### config.mk
export PLATFORM = sky130hd
export DESIGN_NAME = dhcp_server_id_snooper
export DESIGN_NICKNAME = d
export VERILOG_FILES = /design/src/sv/dsis_pkg.sv /design/src/sv/dsis_front.sv /design/src/sv/dsis_sumq.sv /design/src/sv/dsis_back.sv /design/src/sv/dhcp_server_id_snooper.sv
export SDC_FILE = /design/constraint.sdc
export NUM_CORES = 1
export LEC_CHECK = 0
export ABC_AREA = 1
export BUFFER_PORTS_ARGS = -buffer_cell sky130_fd_sc_hd__buf_2
export CAP_MARGIN = 5
export CORE_ASPECT_RATIO = 0.9
export CORE_MARGIN = 4
export CORE_UTILIZATION = 45
export DETAILED_ROUTE_END_ITERATION = 8
export SYNTH_ARGS = -nofsm -noshare
export SYNTH_HDL_FRONTEND = slang
export SYNTH_SLANG_ARGS = --single-unit
### constraint.sdc
create_clock -name clk -period 14.1 [get_ports clk]
set_clock_uncertainty 0.15 [all_clocks]
set_input_delay 0 -clock clk [delete_from_list [all_inputs] [get_ports clk]]
set_output_delay 0 -clock clk [all_outputs]
set_load 0.05 [all_outputs]
### src/sv/dsis_pkg.sv
// Shared types, constants and codes for the DHCP server identifier snooper.
package dsis_pkg;

	// Sizing of the server table and the longest packet that is parsed.
	localparam int TABLE_DEPTH      = 32;
	localparam int MAX_PACKET_BYTES = 1024;

	localparam int IDX_W = (TABLE_DEPTH > 1) ? $clog2(TABLE_DEPTH) : 1;
	localparam int CNT_W = $clog2(TABLE_DEPTH + 1);
	localparam int POS_W = $clog2(MAX_PACKET_BYTES + 1);

	// Depth of the summary queue between the parser and the table engine.
	localparam int SUMQ_DEPTH = 2;
	localparam int SUMQ_AW    = $clog2(SUMQ_DEPTH);
	localparam int SUMQ_CW    = $clog2(SUMQ_DEPTH + 1);

	// Packet layout and option codes.
	localparam int COOKIE_POS    = 236;
	localparam int OPTIONS_POS   = 240;
	localparam logic [7:0] COOKIE_B0 = 8'd99;
	localparam logic [7:0] COOKIE_B1 = 8'd130;
	localparam logic [7:0] COOKIE_B2 = 8'd83;
	localparam logic [7:0] COOKIE_B3 = 8'd99;
	localparam logic [7:0] OPT_PAD       = 8'd0;
	localparam logic [7:0] OPT_END       = 8'hff;
	localparam logic [7:0] OPT_MSG_TYPE  = 8'd53;
	localparam logic [7:0] OPT_SERVER_ID = 8'd54;
	localparam logic [7:0] SERVER_ID_LEN = 8'd4;
	localparam logic [7:0] MSG_OFFER     = 8'd2;
	localparam logic [7:0] MSG_ACK       = 8'd5;

	// Result status codes.
	localparam logic [2:0] ST_NOT_DHCP   = 3'd0;
	localparam logic [2:0] ST_NO_ID      = 3'd1;
	localparam logic [2:0] ST_KNOWN      = 3'd2;
	localparam logic [2:0] ST_ADDED      = 3'd3;
	localparam logic [2:0] ST_TABLE_FULL = 3'd4;

	// Option walk phases.
	typedef enum logic [1:0] {
		PH_CODE,
		PH_LEN,
		PH_DATA,
		PH_DONE
	} phase_t;

	// Packet classes handed from the parser to the table engine.
	typedef enum logic [1:0] {
		K_NOT_DHCP,
		K_NO_ID,
		K_LOOKUP
	} kind_t;

	// Table engine states.
	typedef enum logic [1:0] {
		BK_IDLE,
		BK_READ,
		BK_CMP,
		BK_FINISH
	} back_state_t;

	typedef struct packed {
		logic [7:0] packet_byte;
		logic       last_byte;
	} byte_req_t;

	typedef struct packed {
		logic [2:0]  status;
		logic [31:0] server_addr;
		logic [4:0]  entry_index;
	} result_t;

	typedef struct packed {
		kind_t       kind;
		logic [31:0] server_addr;
	} summary_t;

	// Queue handshake between two internal parts.
	typedef struct packed {
		logic full;
		logic empty;
	} sumq_status_t;

endpackage

### src/sv/dsis_front.sv
// Byte parser: cookie check, option walk, and one summary per packet.
module dsis_front (
	input  logic                  clk,
	input  logic                  arst_n,
	input  logic                  push,
	output logic                  full,
	input  dsis_pkg::byte_req_t   byte_req,
	input  logic                  sumq_full,
	output logic                  sum_push,
	output dsis_pkg::summary_t    sum_data
);

	logic [dsis_pkg::POS_W-1:0] pos_q, pos_n;
	dsis_pkg::phase_t            phase_q, phase_n;
	logic                        bad_q, bad_n;
	logic [7:0]                  opt_q, opt_n;
	logic [7:0]                  left_q, left_n;
	logic                        offer_q, offer_n;
	logic [31:0]                 shift_q, shift_n;
	logic                        complete_q, complete_n;
	logic                        pend_q, pend_n;
	logic                        first_q, first_n;
	logic                        capt_q, capt_n;
	logic                        take;
	logic [7:0]                  b;

	assign full = sumq_full;
	assign take = push && !sumq_full;
	assign b    = byte_req.packet_byte;

	// Next parse state for the byte on the input.
	always_comb begin
		pos_n      = pos_q;
		phase_n    = phase_q;
		bad_n      = bad_q;
		opt_n      = opt_q;
		left_n     = left_q;
		offer_n    = offer_q;
		shift_n    = shift_q;
		complete_n = complete_q;
		pend_n     = pend_q;
		first_n    = first_q;
		capt_n     = capt_q;
		if (pos_q < dsis_pkg::POS_W'(dsis_pkg::MAX_PACKET_BYTES)) begin
			if (pos_q == dsis_pkg::POS_W'(dsis_pkg::COOKIE_POS) && b != dsis_pkg::COOKIE_B0)
				bad_n = 1'b1;
			if (pos_q == dsis_pkg::POS_W'(dsis_pkg::COOKIE_POS + 1) && b != dsis_pkg::COOKIE_B1)
				bad_n = 1'b1;
			if (pos_q == dsis_pkg::POS_W'(dsis_pkg::COOKIE_POS + 2) && b != dsis_pkg::COOKIE_B2)
				bad_n = 1'b1;
			if (pos_q == dsis_pkg::POS_W'(dsis_pkg::COOKIE_POS + 3) && b != dsis_pkg::COOKIE_B3)
				bad_n = 1'b1;
			if (pos_q >= dsis_pkg::POS_W'(dsis_pkg::OPTIONS_POS)) begin
				unique case (phase_q)
					dsis_pkg::PH_CODE: begin
						if (b == dsis_pkg::OPT_END) begin
							phase_n = dsis_pkg::PH_DONE;
						end else if (b != dsis_pkg::OPT_PAD) begin
							opt_n   = b;
							phase_n = dsis_pkg::PH_LEN;
						end
					end
					dsis_pkg::PH_LEN: begin
						left_n = b;
						if (b == 8'd0) begin
							phase_n = dsis_pkg::PH_CODE;
						end else begin
							capt_n  = (opt_q == dsis_pkg::OPT_SERVER_ID) &&
								(b == dsis_pkg::SERVER_ID_LEN);
							first_n = 1'b1;
							pend_n  = 1'b0;
							shift_n = 32'd0;
							phase_n = dsis_pkg::PH_DATA;
						end
					end
					dsis_pkg::PH_DATA: begin
						if (opt_q == dsis_pkg::OPT_MSG_TYPE && first_q)
							pend_n = (b == dsis_pkg::MSG_OFFER) || (b == dsis_pkg::MSG_ACK);
						first_n = 1'b0;
						if (capt_q)
							shift_n = {shift_q[23:0], b};
						left_n = left_q - 8'd1;
						if (left_n == 8'd0) begin
							if (opt_q == dsis_pkg::OPT_MSG_TYPE && pend_n)
								offer_n = 1'b1;
							if (capt_q) begin
								complete_n = 1'b1;
								phase_n    = dsis_pkg::PH_DONE;
							end else begin
								phase_n = dsis_pkg::PH_CODE;
							end
							capt_n = 1'b0;
						end
					end
					dsis_pkg::PH_DONE: begin
						phase_n = dsis_pkg::PH_DONE;
					end
					default: begin
						phase_n = dsis_pkg::PH_DONE;
					end
				endcase
			end
			pos_n = pos_q + dsis_pkg::POS_W'(1);
		end
	end

	// Classify the packet when its last byte arrives.
	always_comb begin
		sum_push             = take && byte_req.last_byte;
		sum_data.server_addr = shift_n;
		if (pos_n < dsis_pkg::POS_W'(dsis_pkg::OPTIONS_POS) || bad_n)
			sum_data.kind = dsis_pkg::K_NOT_DHCP;
		else if (complete_n && offer_n)
			sum_data.kind = dsis_pkg::K_LOOKUP;
		else
			sum_data.kind = dsis_pkg::K_NO_ID;
	end

	// Parse state registers; per-packet state clears after the last byte.
	always_ff @(posedge clk or negedge arst_n) begin
		if (!arst_n) begin
			pos_q      <= '0;
			phase_q    <= dsis_pkg::PH_CODE;
			bad_q      <= 1'b0;
			opt_q      <= 8'd0;
			left_q     <= 8'd0;
			offer_q    <= 1'b0;
			shift_q    <= 32'd0;
			complete_q <= 1'b0;
			pend_q     <= 1'b0;
			first_q    <= 1'b0;
			capt_q     <= 1'b0;
		end else if (take) begin
			if (byte_req.last_byte) begin
				pos_q      <= '0;
				phase_q    <= dsis_pkg::PH_CODE;
				bad_q      <= 1'b0;
				opt_q      <= 8'd0;
				left_q     <= 8'd0;
				offer_q    <= 1'b0;
				shift_q    <= 32'd0;
				complete_q <= 1'b0;
				pend_q     <= 1'b0;
				first_q    <= 1'b0;
				capt_q     <= 1'b0;
			end else begin
				pos_q      <= pos_n;
				phase_q    <= phase_n;
				bad_q      <= bad_n;
				opt_q      <= opt_n;
				left_q     <= left_n;
				offer_q    <= offer_n;
				shift_q    <= shift_n;
				complete_q <= complete_n;
				pend_q     <= pend_n;
				first_q    <= first_n;
				capt_q     <= capt_n;
			end
		end
	end

endmodule

### src/sv/dsis_sumq.sv
// Short queue of packet summaries between the parser and the table engine.
module dsis_sumq (
	input  logic                    clk,
	input  logic                    arst_n,
	input  logic                    wr_en,
	input  dsis_pkg::summary_t      wr_data,
	input  logic                    rd_en,
	output dsis_pkg::summary_t      rd_data,
	output dsis_pkg::sumq_status_t  stat
);

	dsis_pkg::summary_t           slots_q [dsis_pkg::SUMQ_DEPTH];
	logic [dsis_pkg::SUMQ_AW-1:0] wr_ptr_q, rd_ptr_q;
	logic [dsis_pkg::SUMQ_CW-1:0] count_q;
	logic                         do_wr, do_rd;

	assign stat.full  = (count_q == dsis_pkg::SUMQ_CW'(dsis_pkg::SUMQ_DEPTH));
	assign stat.empty = (count_q == '0);
	assign do_wr      = wr_en && !stat.full;
	assign do_rd      = rd_en && !stat.empty;
	assign rd_data    = slots_q[rd_ptr_q];

	// Storage for the queued summaries.
	always_ff @(posedge clk) begin
		if (do_wr)
			slots_q[wr_ptr_q] <= wr_data;
	end

	// Pointers wrap at the queue depth.
	always_ff @(posedge clk or negedge arst_n) begin
		if (!arst_n) begin
			wr_ptr_q <= '0;
			rd_ptr_q <= '0;
			count_q  <= '0;
		end else begin
			if (do_wr)
				wr_ptr_q <= (wr_ptr_q == dsis_pkg::SUMQ_AW'(dsis_pkg::SUMQ_DEPTH - 1)) ?
					'0 : wr_ptr_q + dsis_pkg::SUMQ_AW'(1);
			if (do_rd)
				rd_ptr_q <= (rd_ptr_q == dsis_pkg::SUMQ_AW'(dsis_pkg::SUMQ_DEPTH - 1)) ?
					'0 : rd_ptr_q + dsis_pkg::SUMQ_AW'(1);
			if (do_wr && !do_rd)
				count_q <= count_q + dsis_pkg::SUMQ_CW'(1);
			else if (do_rd && !do_wr)
				count_q <= count_q - dsis_pkg::SUMQ_CW'(1);
		end
	end

endmodule

### src/sv/dsis_back.sv
// Table engine: searches the server table, adds new servers, holds the result.
module dsis_back (
	input  logic                    clk,
	input  logic                    arst_n,
	input  dsis_pkg::sumq_status_t  sumq_stat,
	input  dsis_pkg::summary_t      sum_data,
	output logic                    sum_pop,
	output logic                    empty,
	input  logic                    pop,
	output dsis_pkg::result_t       result
);

	logic [31:0]                 table_mem [dsis_pkg::TABLE_DEPTH];
	logic [31:0]                 rd_data_q;
	dsis_pkg::back_state_t       state_q, state_n;
	dsis_pkg::kind_t             kind_q;
	logic [31:0]                 ip_q;
	logic [dsis_pkg::IDX_W-1:0]  scan_q;
	logic                        found_q;
	logic [dsis_pkg::CNT_W-1:0]  count_q;
	logic                        out_valid_q;
	dsis_pkg::result_t           out_q;
	logic                        out_free;
	logic                        out_load;
	logic                        table_wr;
	logic                        last_scan;
	logic                        match;
	logic                        has_room;
	dsis_pkg::result_t           res_n;
	logic [31:0]                 slot_ext;

	assign out_free  = !out_valid_q || pop;
	assign has_room  = count_q < dsis_pkg::CNT_W'(dsis_pkg::TABLE_DEPTH);
	assign match     = (rd_data_q == ip_q);
	assign last_scan = (dsis_pkg::CNT_W'(scan_q) + dsis_pkg::CNT_W'(1)) == count_q;
	assign empty     = !out_valid_q;
	assign result    = out_q;

	// Next state.
	always_comb begin
		state_n = state_q;
		unique case (state_q)
			dsis_pkg::BK_IDLE: begin
				if (!sumq_stat.empty) begin
					if (sum_data.kind == dsis_pkg::K_LOOKUP && count_q != '0)
						state_n = dsis_pkg::BK_READ;
					else
						state_n = dsis_pkg::BK_FINISH;
				end
			end
			dsis_pkg::BK_READ: begin
				state_n = dsis_pkg::BK_CMP;
			end
			dsis_pkg::BK_CMP: begin
				if (match || last_scan)
					state_n = dsis_pkg::BK_FINISH;
				else
					state_n = dsis_pkg::BK_READ;
			end
			dsis_pkg::BK_FINISH: begin
				if (out_free)
					state_n = dsis_pkg::BK_IDLE;
			end
			default: begin
				state_n = dsis_pkg::BK_IDLE;
			end
		endcase
	end

	// Control outputs of the engine.
	always_comb begin
		sum_pop  = (state_q == dsis_pkg::BK_IDLE) && !sumq_stat.empty;
		out_load = (state_q == dsis_pkg::BK_FINISH) && out_free;
		table_wr = out_load && (kind_q == dsis_pkg::K_LOOKUP) && !found_q && has_room;
	end

	// Result of the finished request.
	always_comb begin
		res_n.status      = dsis_pkg::ST_NO_ID;
		res_n.server_addr = 32'd0;
		slot_ext          = 32'd0;
		unique case (kind_q)
			dsis_pkg::K_NOT_DHCP: begin
				res_n.status = dsis_pkg::ST_NOT_DHCP;
			end
			dsis_pkg::K_LOOKUP: begin
				res_n.server_addr = ip_q;
				if (found_q) begin
					res_n.status = dsis_pkg::ST_KNOWN;
					slot_ext     = 32'(scan_q);
				end else if (has_room) begin
					res_n.status = dsis_pkg::ST_ADDED;
					slot_ext     = 32'(count_q);
				end else begin
					res_n.status = dsis_pkg::ST_TABLE_FULL;
				end
			end
			default: begin
				res_n.status = dsis_pkg::ST_NO_ID;
			end
		endcase
		res_n.entry_index = slot_ext[4:0];
	end

	// Server table memory with a registered read port.
	always_ff @(posedge clk) begin
		if (table_wr)
			table_mem[count_q[dsis_pkg::IDX_W-1:0]] <= ip_q;
		if (state_q == dsis_pkg::BK_READ)
			rd_data_q <= table_mem[scan_q];
	end

	// Request payload, scan index and output register contents.
	always_ff @(posedge clk) begin
		if (sum_pop) begin
			kind_q <= sum_data.kind;
			ip_q   <= sum_data.server_addr;
			scan_q <= '0;
		end else if (state_q == dsis_pkg::BK_CMP && !match && !last_scan) begin
			scan_q <= scan_q + dsis_pkg::IDX_W'(1);
		end
		if (out_load)
			out_q <= res_n;
	end

	// Control state.
	always_ff @(posedge clk or negedge arst_n) begin
		if (!arst_n) begin
			state_q     <= dsis_pkg::BK_IDLE;
			found_q     <= 1'b0;
			count_q     <= '0;
			out_valid_q <= 1'b0;
		end else begin
			state_q <= state_n;
			if (sum_pop)
				found_q <= 1'b0;
			else if (state_q == dsis_pkg::BK_CMP && match)
				found_q <= 1'b1;
			if (table_wr)
				count_q <= count_q + dsis_pkg::CNT_W'(1);
			if (out_load)
				out_valid_q <= 1'b1;
			else if (pop)
				out_valid_q <= 1'b0;
		end
	end

	// The table never holds more servers than it has slots.
	a_count_bound: assert property (@(posedge clk) disable iff (!arst_n)
		count_q <= dsis_pkg::CNT_W'(dsis_pkg::TABLE_DEPTH))
		else $error("server table count exceeds its depth");

	// A comparison only ever looks at a filled slot.
	a_scan_in_range: assert property (@(posedge clk) disable iff (!arst_n)
		state_q == dsis_pkg::BK_CMP |-> dsis_pkg::CNT_W'(scan_q) < count_q)
		else $error("table scan reached an unfilled slot");

	// Adding a server grows the table by exactly one.
	a_add_counts: assert property (@(posedge clk) disable iff (!arst_n)
		table_wr |=> count_q == $past(count_q) + dsis_pkg::CNT_W'(1))
		else $error("table add did not advance the count");

	// Not-DHCP and no-id results carry a zero address.
	a_zero_ip: assert property (@(posedge clk) disable iff (!arst_n)
		(out_valid_q && (out_q.status == dsis_pkg::ST_NOT_DHCP ||
			out_q.status == dsis_pkg::ST_NO_ID)) |-> out_q.server_addr == 32'd0)
		else $error("server address set on a result without a server");

endmodule

### src/sv/dhcp_server_id_snooper.sv
// The summary of a packet is queued when its last byte is accepted; an idle table engine
// pops it, compares up to TABLE_DEPTH slots in turn and registers the result.
// Throughput: one byte per cycle; the table search runs during the next packet's bytes,
// and push waits only when both summary queue slots are taken.
// Reset clears parse and queue state, table count and empty flag; table stays unknown.
// Top level of the DHCP server identifier snooper.
module dhcp_server_id_snooper (
	input  logic                 clk,
	input  logic                 arst_n,
	input  logic                 push,
	output logic                 full,
	input  dsis_pkg::byte_req_t  byte_req,
	output logic                 empty,
	input  logic                 pop,
	output dsis_pkg::result_t    result
);

	dsis_pkg::sumq_status_t sumq_stat;
	dsis_pkg::summary_t     sum_wr;
	dsis_pkg::summary_t     sum_rd;
	logic                   sum_push;
	logic                   sum_pop;

	dsis_front u_front (
		.clk       (clk),
		.arst_n    (arst_n),
		.push      (push),
		.full      (full),
		.byte_req  (byte_req),
		.sumq_full (sumq_stat.full),
		.sum_push  (sum_push),
		.sum_data  (sum_wr)
	);

	dsis_sumq u_sumq (
		.clk     (clk),
		.arst_n  (arst_n),
		.wr_en   (sum_push),
		.wr_data (sum_wr),
		.rd_en   (sum_pop),
		.rd_data (sum_rd),
		.stat    (sumq_stat)
	);

	dsis_back u_back (
		.clk       (clk),
		.arst_n    (arst_n),
		.sumq_stat (sumq_stat),
		.sum_data  (sum_rd),
		.sum_pop   (sum_pop),
		.empty     (empty),
		.pop       (pop),
		.result    (result)
	);

endmodule

* Word level (Yosys, flattened, before mapping) *
Memory sizes are Yosys's and may differ from the RTL's. A register that Yosys moved wholly into a read port is not among the register bits.
Index checks and enable logic that the tools add are counted.

storage, ports and cells
  bits in registers = 160
  memory bits (writable) = 1092
  input port bits = 13
  memories = 2
  logic and storage cells = 215
  output and inout bits = 42

memory list
  memory            depth  bits a word  read ports  clocked after Yosys merged registers in  wr ports  line             RTL
  u_back.table_mem  32     32           1           1                                        1         dsis_back.sv:13  logic [31:0] table_mem [dsis_pkg::TABLE_DEPTH];
  u_sumq.slots_q    2      34           1           0                                        1         dsis_sumq.sv:12  dsis_pkg::summary_t slots_q [dsis_pkg::SUMQ_DEPTH];

operators by class
  order comparisons = 4
  add/sub/neg operators = 9
  muxes and demuxes = 89
  eq/ne operators = 30
  reductions and logical operators = 57

operator list
  operator                 number
  $mux W32                 5
  $mux W8                  9
  $pmux W32 S2             1
  $mux W1                  45
  $eq A11 B8 Y1 const B    4
  $eq A32 B32 Y1           1
  $mux W2                  16
  $logic_and A1 B1 Y1      23
  $mux W11                 2
  $eq A8 B3 Y1 const B     2
  $eq A8 B6 Y1 const B     2
  $logic_not A8 Y1         2
  $ne A8 B7 Y1 const B     2
  $pmux W2 S4              2
  $pmux W8 S2              1
  $eq A2 B2 Y1 const B     7
  $reduce_bool A2 Y1       7
  $reduce_and A6 Y1        2
  $add A11 B1 Y11 const B  1
  $ge A11 B8 Y1 const B    1
  $lt A11 B11 Y1 const B   1
  $lt A11 B8 Y1 const B    1
  $mux W5                  2
  $reduce_and A5 Y1        2
  29 further kinds         48

* Depth between registers and ports, before layout *
Gate-level depths: netlist of run 1.

  word-level depth = 15
  gate-level depth with buffers = 14
  mapped depth without buffers = 13

* Hierarchy *
A second synthesis of run 1 with hierarchy kept.

unflattened totals
  cells, all modules = 4157
  area, all modules = 52096.2 um^2

modules (own cells, without submodules)
  module      area each (um^2)  cells an instance  times used
  dsis_back   44705.4           3276               1
  dsis_front  4679.5            672                1
  dsis_sumq   2711.4            209                1

* Worst setup path after synthesis of run 1 *
Ideal clock, no wire load.

  path type = reg-to-reg
  start point = register u_back.out_valid_q
  end point = memory u_back.table_mem[23][0] (enable)
  path slack = 8063 ps
  data required time = 13489 ps
  setup time = 461 ps
  clock period less this slack = 6037 ps
  path buffers = 0
  stages on the path, launching flop included = 8
  data arrival time = 5426 ps
  path through = dfrtp_1 > inv_1 > nor2_1 > nor2_1 > nand2_1 > nor2_1 > nand2_1 > nor3_1

on the way
  longest elaborated chain between the ends = 8

ends and longest elaborated chain
  item                              line                          RTL
  start, declared                   dsis_back.sv:21               logic out_valid_q;
  start signal, assigned            dsis_back.sv:132              out_valid_q <= 1'b0;
  start signal, assigned            dsis_back.sv:142              out_valid_q <= 1'b1;
  start signal, assigned            dsis_back.sv:144              out_valid_q <= 1'b0;
  $logic_not A1 Y1                  n/a
  via empty                         dhcp_server_id_snooper.sv:13  output logic empty,
  $logic_or A1 B1 Y1                dsis_back.sv:32               assign out_free = !out_valid_q || pop;
  $logic_and A1 B1 Y1               dsis_back.sv:73               out_load = (state_q == dsis_pkg::BK_FINISH) && out_free;
  via u_back.out_load               dsis_back.sv:24               logic out_load;
  $logic_and A1 B1 Y1 (3 in a row)  dsis_back.sv:74               table_wr = out_load && (kind_q == dsis_pkg::K_LOOKUP) && !found_q && has_room;
  $mux W1                           dsis_back.sv:107              if (table_wr)
  $mux W1 (not written as such)     dsis_back.sv:108              table_mem[count_q[dsis_pkg::IDX_W-1:0]] <= ip_q;
  end, declared                     dsis_back.sv:13

The timed path passes the listed nets, and every way through them passes these cells.

* Final worst setup path of run 1 *
  start point = register u_back.kind_q[0]
  end point = memory u_back.table_mem[17][31] (enable)

on the way
  longest elaborated chain between the ends = 6

ends and longest elaborated chain
  item                              line              RTL
  start, declared                   dsis_back.sv:16   dsis_pkg::kind_t kind_q;
  start signal, assigned            dsis_back.sv:116  kind_q <= sum_data.kind;
  $eq A2 B2 Y1                      dsis_back.sv:74
  $logic_and A1 B1 Y1 (3 in a row)  dsis_back.sv:74
  $mux W1                           dsis_back.sv:107
  $mux W1 (not written as such)     dsis_back.sv:108

Every way passes these cells.

==> results of run 1 <==
## metal layers
layer	global-route usage, %	vias to the layer above	part of all wire (%)
met4	7.63	2	2.9
li1	-	15100	-
met3	3.99	231	8.2
met2	36.3	1439	46
met5	0	-	0.0057
met1	33.9	16700	43
## worst max-delay path: cells and delay by family (launching register included)
kind	cells	cell delay, ns
buffers and inverters	3	0.84
and+or+nand+nor	5	2.35
DFF	1	0.36
## logic make-up (layout without fill, tap and decap cells)
logic type                 Yosys count  in the layout
buffers and inverters              449            603
adders and majority gates           16             16
AOI/OAI and AO/OA                 1034           1034
and+or+nand+nor                   1265           1265
DFF                               1284           1284
xor gates and xnor gates            33             33
## layout by cell type, fill, tap and decap left out, drive strengths merged, types with 8 or more instances in the layout
master,synthesis,layout
nand4,17,17
dlygate4sd3,0,33
nor3,13,13
buf,94,144
clkinv,3,61
ha,16,16
clkbuf,161,165
edfxtp,1198,1198
inv,191,195
dfrtp,81,81
a21oi,52,52
o21ai,674,674
o221ai,188,188
nor2,680,680
nand2,394,394
nand3,151,151
o22ai,113,113
xnor2,25,25
xor2,8,8
## metrics by stage
stage                     utilization, %  hold WS, ns  area [um^2]
after global routing                51.1        0.145        58000
after CTS                           51.1       0.0323        58000
after detailed placement            47.2       -0.286        53600
final                               51.1        0.109        58000
after global placement              47.2       -0.288        53500
after floorplan                        -       -0.446        51600
## state kept, by name, indices dropped and copies added (netlist names), 2 cells and up
| name | count |
|---|---|
| u_back.count_q | 6 |
| u_back.ip_q | 32 |
| u_back.kind_q | 2 |
| u_back.rd_data_q | 32 |
| u_back.result | 40 |
| u_back.scan_q | 5 |
| u_back.state_q | 2 |
| u_back.table_mem | 1024 |
| u_front.left_q | 8 |
| u_front.opt_q | 8 |
| u_front.phase_q | 2 |
| u_front.pos_q | 11 |
| u_front.shift_q | 32 |
| u_sumq.count_q | 2 |
| u_sumq.slots_q | 68 |
## cell type report
cell class	instances	share of cell area [%]
flip-flops and latches	1284	65.7
clock inverters	67	0.870
multi-input cells	2348	20.5
well taps	1487	3.21
inverters	194	1.29
clock buffers	165	6.11
repair buffers	177	2.29
## final timing paths
path / start / endpoint / slack (ns) / cells past startpoint
max in group asynchronous: arst_n / u_back.state_q[0]$_DFFE_PN0P_ / 12.60 / 4
max reg2reg: u_back.kind_q[0]$_DFFE_PP_ / u_back.table_mem[17][31]$_DFFE_PP_ / 10.01 / 8
min in group asynchronous: arst_n / u_front.pos_q[6]$_DFFE_PN0P_ / 0.47 / 4
max: u_back.kind_q[0]$_DFFE_PP_ / u_back.table_mem[17][31]$_DFFE_PP_ / 10.01 / 8
min: byte_req[0] / u_front.phase_q[0]$_DFFE_PN0P_ / 0.11 / 5
min reg2reg: u_sumq.slots_q[0][21]$_DFFE_PP_ / u_back.ip_q[21]$_DFFE_PP_ / 0.36 / 2
## power by group through the flow
stage	sequential, mW	clock, mW	combinational, mW
global placement	4.89	0	3.45
floorplan	5.06	0	2.11
detailed placement	4.89	0	3.48
finish	4.82	3.31	3.50
CTS	4.82	3.36	3.50
global route	4.84	3.53	3.85
==> flow_summary_export.csv, run 1 <==
group,metric,value,unit
synth,synth_cell_types,40,
clocking,cts_hold_buf,33,
finish,stdcell_count,5722,
global_routing,grt_pass1_wl,210000,um
detailed_routing,viasPerCell,5.84,
clocking,ctsLongestPathBuffers,3,
detailed_routing,drtIter0Drc,4038,
power,clock_power_share,28.4,%
synth,yosysSeqAreaShare,73.9,%
timing,setup_tns,0,ns
power,p_sw,4.20,mW
power,total_power,11.6,mW
timing,rsz0062_at_grt,"no",
hold_path,holdCritPathClass,"in -> reg",
synth,synth_compound_area_share,11.7,%
clocking,h-tree-depth,4,
floorplanning,start_util,45.4,%
synth,synth_top_family_by_area,"compound AO/OA/AOI/OAI gates",
power,power_density,201,nW/um^2
synth,async_flop_share,6.31,%
synth,synth_commonest_cells,"edfxtp_1 (1198), nor2_1 (676), o21ai_0 (478)",
floorplanning,fp-row-count,117,
finish,diodes,0,
clocking,cts.sinks,1284,
place,io_buffer_count,54,
power,seqPwrFrac,41.4,%
job,maxCapViolCount,0,
timing,drv_slew,0,
floorplanning,die-height,329,um
synth,synth-edff-count,1198,
floorplanning,fp.dieW,365,um
finish,syn_to_final_growth,12.4,%
synth,synth_top_area_share,69.8,%
synth,syn_area_per_cell,12.6,um^2
finish,final_nets,4164,
synth,synthesis.nets,4110,
clocking,root_buffer,"clkbuf_16",
finish,register_area,38100,um^2
critical_path,crit_fanout,35,
timing,slew_headroom,8.81,%
detailed_routing,drt_pass1_iterations,6,
critical_path,path_class,"reg -> reg",
synth,syn-instance-count,4081,
synth,synth-adder-area-share,0.388,%
synth,ys.flop_type,"edfxtp_1",
critical_path,critPathArrivalTime,4.29,ns
critical_path,cp-start-kind,"flop",
timing,period_share,29.0,%
detailed_routing,ant_nets,0,
power,ir_drop,0.160,mV
synth,muxShareOfSynthArea,0,%
outcome,outcome,"complete, no violations",
floorplanning,io_pins,55,
global_routing,grt_pass1_vias,32100,
critical_path,crit_path_end_kind,"flop",
synth,synth_xor_xnor_area_share,0.561,%
power,power_frac_comb,30.1,%
synth,synth_area_leader_cell,"edfxtp_1",
timing,hold_viol_final,0,
detailed_routing,dr_total_vias,33400,
global_routing,grt_overflow,0,
synth,ys_seq_elements,1284,
synth,synth.most_common_cell,"edfxtp_1",
timing,setup_viol,0,
power,p_int,7.43,mW
place,post-place-ws,10.05,ns
place,place_congestion,0.813,
place,placed_cells,5456,
synth,synth_area,51600,um^2
floorplanning,die_area,120000,um^2
detailed_routing,wl_per_cell,24.6,um
global_routing,grt_max_degree,206,
critical_path,required,14.30,ns
timing,setup_ws,10.01,ns
detailed_routing,drt-total-wl,141000,um
finish,drive_gt1_share,8.97,%
global_routing,grt_use_total,23.4,%
timing,max_freq,245,MHz
synth,ys_warn_count,0,
place,dp_hpwl,73800,um
clocking,cts_setup_buffers,0,
clocking,clkSlewWorstSetupHoldPaths,0.06,ns
critical_path,crit_slowest_cell,"nor2_4",
detailed_routing,drc,0,
global_routing,grt_antenna_before_repair,4,
finish,multiInputGateArea,11900,um^2
clocking,clk_latency,0.72,ns
timing,worst_slew_pin_slew,1.36,ns
floorplanning,core-area,113000,um^2
timing,min_period,4.09,ns
critical_path,cpPeakStageDelay,0.76,ns
power,p_sw_share,36.1,%
power,p_leak,19.8,nW
finish,fillCellCount,9607,
clocking,cts_tree,"yes",
synth,synth-simple-area-share,9.82,%
clocking,numCtsBuffers,130,
clocking,cts_resized,0,
critical_path,crit_chain,"inv_1, nand2_2, nor3_1, nand2_1, inv_1, nand2_1, nor2_4, buf_4",
synth,synth.area.top_cells,"edfxtp_1 (70%), nor2_1 (4.9%), o21ai_0 (4.6%)",
Power figures use the tool's default switching activity.
==> run 2: changes to the inputs <==
--- a/config.mk
+++ b/config.mk
@@ -5,7 +5,7 @@
 export SDC_FILE = /design/constraint.sdc
 export NUM_CORES = 1
 export LEC_CHECK = 0
-export ABC_AREA = 1
+export ABC_AREA = 0
 export BUFFER_PORTS_ARGS = -buffer_cell sky130_fd_sc_hd__buf_2
 export CAP_MARGIN = 5
 export CORE_ASPECT_RATIO = 0.9
==> constraint.sdc (replaced) <==
create_clock -name clk -period 3.6 [get_ports clk]
set_clock_uncertainty 0.15 [all_clocks]
set_input_delay 0 -clock clk [delete_from_list [all_inputs] [get_ports clk]]
set_output_delay 0 -clock clk [all_outputs]
set_load 0.05 [all_outputs]
==> flow_summary_export.csv, run 2 <==
group,metric,value,unit
finish,final_common_cell,"edfxtp_1",
synth,syn_area_per_cell,21.4,um^2
synth,synth.area.top_cells,"edfxtp_1 (72%), mux4_2 (14%), dfrtp_1 (4.0%)",
timing,setup_tns,0,ns
timing,min_period,3.11,ns
global_routing,grt_max_degree,82,
detailed_routing,dr_total_vias,25000,
clocking,h-tree-depth,4,
power,power_density,742,nW/um^2
timing,drv_slew,0,
critical_path,r2r-end,"u_back.scan_q[1]$_SDFFE_PP0P_",
timing,max_freq,321,MHz
synth,synth_cell_types,67,
synth,synth_area_leader_cell,"edfxtp_1",
critical_path,rrSetupSlack,0.49,ns
critical_path,required,4.10,ns
global_routing,grt_pass1_vias,25600,
floorplanning,fp-row-count,116,
global_routing,grt_pass1_wl,183000,um
synth,synthesis.nets,2380,
place,place_congestion,0.790,
global_routing,grt_antenna_before_repair,1,
hold_path,min_from,"byte_req[8]",
floorplanning,die-height,325,um
place,dpl_cell_area,53900,um^2
place,dp_hpwl,69500,um
timing,period_share,86.5,%
floorplanning,io_pins,55,
critical_path,critPathTopFamily,"simple AND/OR/NAND/NOR gates",
hold_path,worst_hold_path.num_cells,3,
synth,synth_top_area_share,71.5,%
global_routing,grt_use_total,21.6,%
hold_path,hold_end,"u_front.shift_q[7]$_DFFE_PN0P_",
critical_path,timing.rr.start,"u_back.ip_q[24]$_DFFE_PP_",
outcome,outcome,"complete, no violations",
floorplanning,die_area,117000,um^2
synth,ys.flop_type,"edfxtp_1",
finish,fillCellCount,8584,
place,io_buffer_count,54,
finish,most-common-layout-cells,"edfxtp_1 (1198), mux4_2 (320), clkbuf_16 (135), a22o_1 (100)",
detailed_routing,drt-total-wl,127000,um
synth,synth_area,50300,um^2
critical_path,crit_buf_inv,1,
power,p_leak,18.7,nW
clocking,ctsLongestPathBuffers,3,
synth,synth-edff-count,1198,
floorplanning,fp.dieW,360,um
critical_path,crit_path_end_kind,"flop",
detailed_routing,ant_nets,0,
critical_path,crit_slowest_cell,"nor4_2",
detailed_routing,drtIter0Drc,2677,
critical_path,crit_fanout,34,
finish,final_nets,2600,
synth,ys_warn_count,0,
clocking,numCtsBuffers,132,
clocking,clkSlewWorstSetupHoldPaths,0.06,ns
detailed_routing,drc,0,
clocking,cts_tree,"yes",
synth,synth.most_common_cell,"edfxtp_1",
detailed_routing,wl_per_cell,30.6,um
hold_path,holdCritPathClass,"in -> reg",
synth,syn-instance-count,2351,
clocking,clk_latency,0.74,ns
detailed_routing,viasPerCell,6.03,
finish,syn_to_final_growth,16.0,%
synth,ys_seq_elements,1284,
timing,rsz0062_at_grt,"no",
synth,yosysSeqAreaShare,75.7,%
timing,slew_headroom,31.5,%
critical_path,path_class,"reg -> reg",
clocking,root_buffer,"clkbuf_16",
critical_path,critPathArrivalTime,3.62,ns
critical_path,r2r_cells,7,
timing,worst_slew_pin_slew,1.02,ns
synth,async_flop_share,6.31,%
job,maxCapViolCount,0,
critical_path,cpPeakStageDelay,0.62,ns
clocking,cts.sinks,1284,
finish,final_design_area_no_fill,58400,um^2
timing,hold_viol_final,0,
detailed_routing,drt_pass1_iterations,6,
finish,drive_gt1_share,30.7,%
global_routing,grt_overflow,0,
finish,fin_util,52.6,%
timing,setup_viol,0,
power,ir_drop,0.540,mV
floorplanning,start_util,45.3,%
floorplanning,core-area,111000,um^2
finish,largest_register_ffs,1024,
critical_path,crit_chain,"buf_4, xor2_1, nor4_2, nand4_1, o32ai_2, a21oi_1, o2bb2ai_1",
synth,synth_commonest_cells,"edfxtp_1 (1198), mux4_2 (320), a22o_1 (100)",
critical_path,cp-start-kind,"flop",
power,total_power,43.3,mW
run 2: changes by cell type in the layout (fill, tap and decap cells not counted), moves of 186 or more:
cell and change:
nor2_1 -601, nand2_1 -349, mux4_2 +320, o21ai_0 -454, o221ai_1 -186, o21ai_1 -193
run 2: metrics by stage:
step	instances	setup WS (ns)	hold WS (ns)
after CTS	4149	0.0487	0.0132
after global placement	3888	0.0532	0.0702
after detailed placement	3888	0.0415	0.0804
after floorplan	2351	-0.224	-0.446
final	4151	0.485	0.0674
after global routing	4149	0.169	0.0785
run 2: worst min-delay path: stages:
cell and delay (ns):
dlygate4sd3_1 0.52, buf_2 0.21, a22o_1 0.17
run 2: layout make-up:
| type | instances | area, um^2 | area share (%) |
|---|---|---|---|
| Antenna cell | 2 | 5.00 | 0.00858 |
| Tap cell | 1475 | 1850 | 3.16 |
| Clock inverter | 74 | 681 | 1.17 |
| Inverter | 23 | 86.3 | 0.148 |
| Multi-Input combinational cell | 914 | 11800 | 20.3 |
| Sequential cell | 1284 | 38100 | 65.3 |
| Clock buffer | 163 | 3480 | 5.97 |
| Timing Repair Buffer | 216 | 2290 | 3.93 |
run 2: per-layer routing:
layer | global-route usage, % | share of wire [%] | routed length, um
met5 | 0 | 0 | 0
met4 | 5.07 | 1.8 | 2300
met3 | 3.44 | 7.3 | 9210
met2 | 34.3 | 48 | 61500
met1 | 31.9 | 43 | 54100
run 2: where the power goes:
| group | internal, mW | switching [mW] |
|---|---|---|
| clock | 7.63 | 5.68 |
| sequential | 18.5 | 0.907 |
| combinational | 4.57 | 6.00 |
run 2: timing repair:
item | CTS | global route
setup endpoints to repair | 0 | 6
hold buffers | 24 | 0
hold endpoints to repair | 154 | 0
gates resized for setup | 0 | 1
buffers inserted | 0 | 0
run 2: kinds of logic (layout without fill, tap and decap cells):
kind of cell | after synthesis | in the layout | synth area share, %
DFF | 1284 | 1284 | 75.7
muxes | 395 | 395 | 16.0
and+or+nand+nor | 257 | 257 | 2.70
AOI/OAI and AO/OA | 195 | 195 | 2.99
buffers and inverters | 153 | 476 | 1.28
xor gates and xnor gates | 51 | 51 | 0.888
adders and majority gates | 16 | 16 | 0.398
other | 0 | 2 | 0
run 2: worst max-delay path by stage:
stage,from,endpoint,slack (ns),depth (start not counted)
finish,u_back.ip_q[24]$_DFFE_PP_,u_back.scan_q[1]$_SDFFE_PP0P_,0.49,7
detailed placement,u_back.ip_q[24]$_DFFE_PP_,u_back.scan_q[1]$_SDFFE_PP0P_,0.04,7
CTS,u_back.ip_q[24]$_DFFE_PP_,u_back.scan_q[1]$_SDFFE_PP0P_,0.05,7
global placement,u_back.ip_q[24]$_DFFE_PP_,u_back.scan_q[1]$_SDFFE_PP0P_,0.05,7
floorplan,u_back.out_valid_q$_DFFE_PN0P_,u_back.table_mem[11][0]$_DFFE_PP_,-0.22,7
global route,u_back.ip_q[24]$_DFFE_PP_,u_back.scan_q[1]$_SDFFE_PP0P_,0.17,7
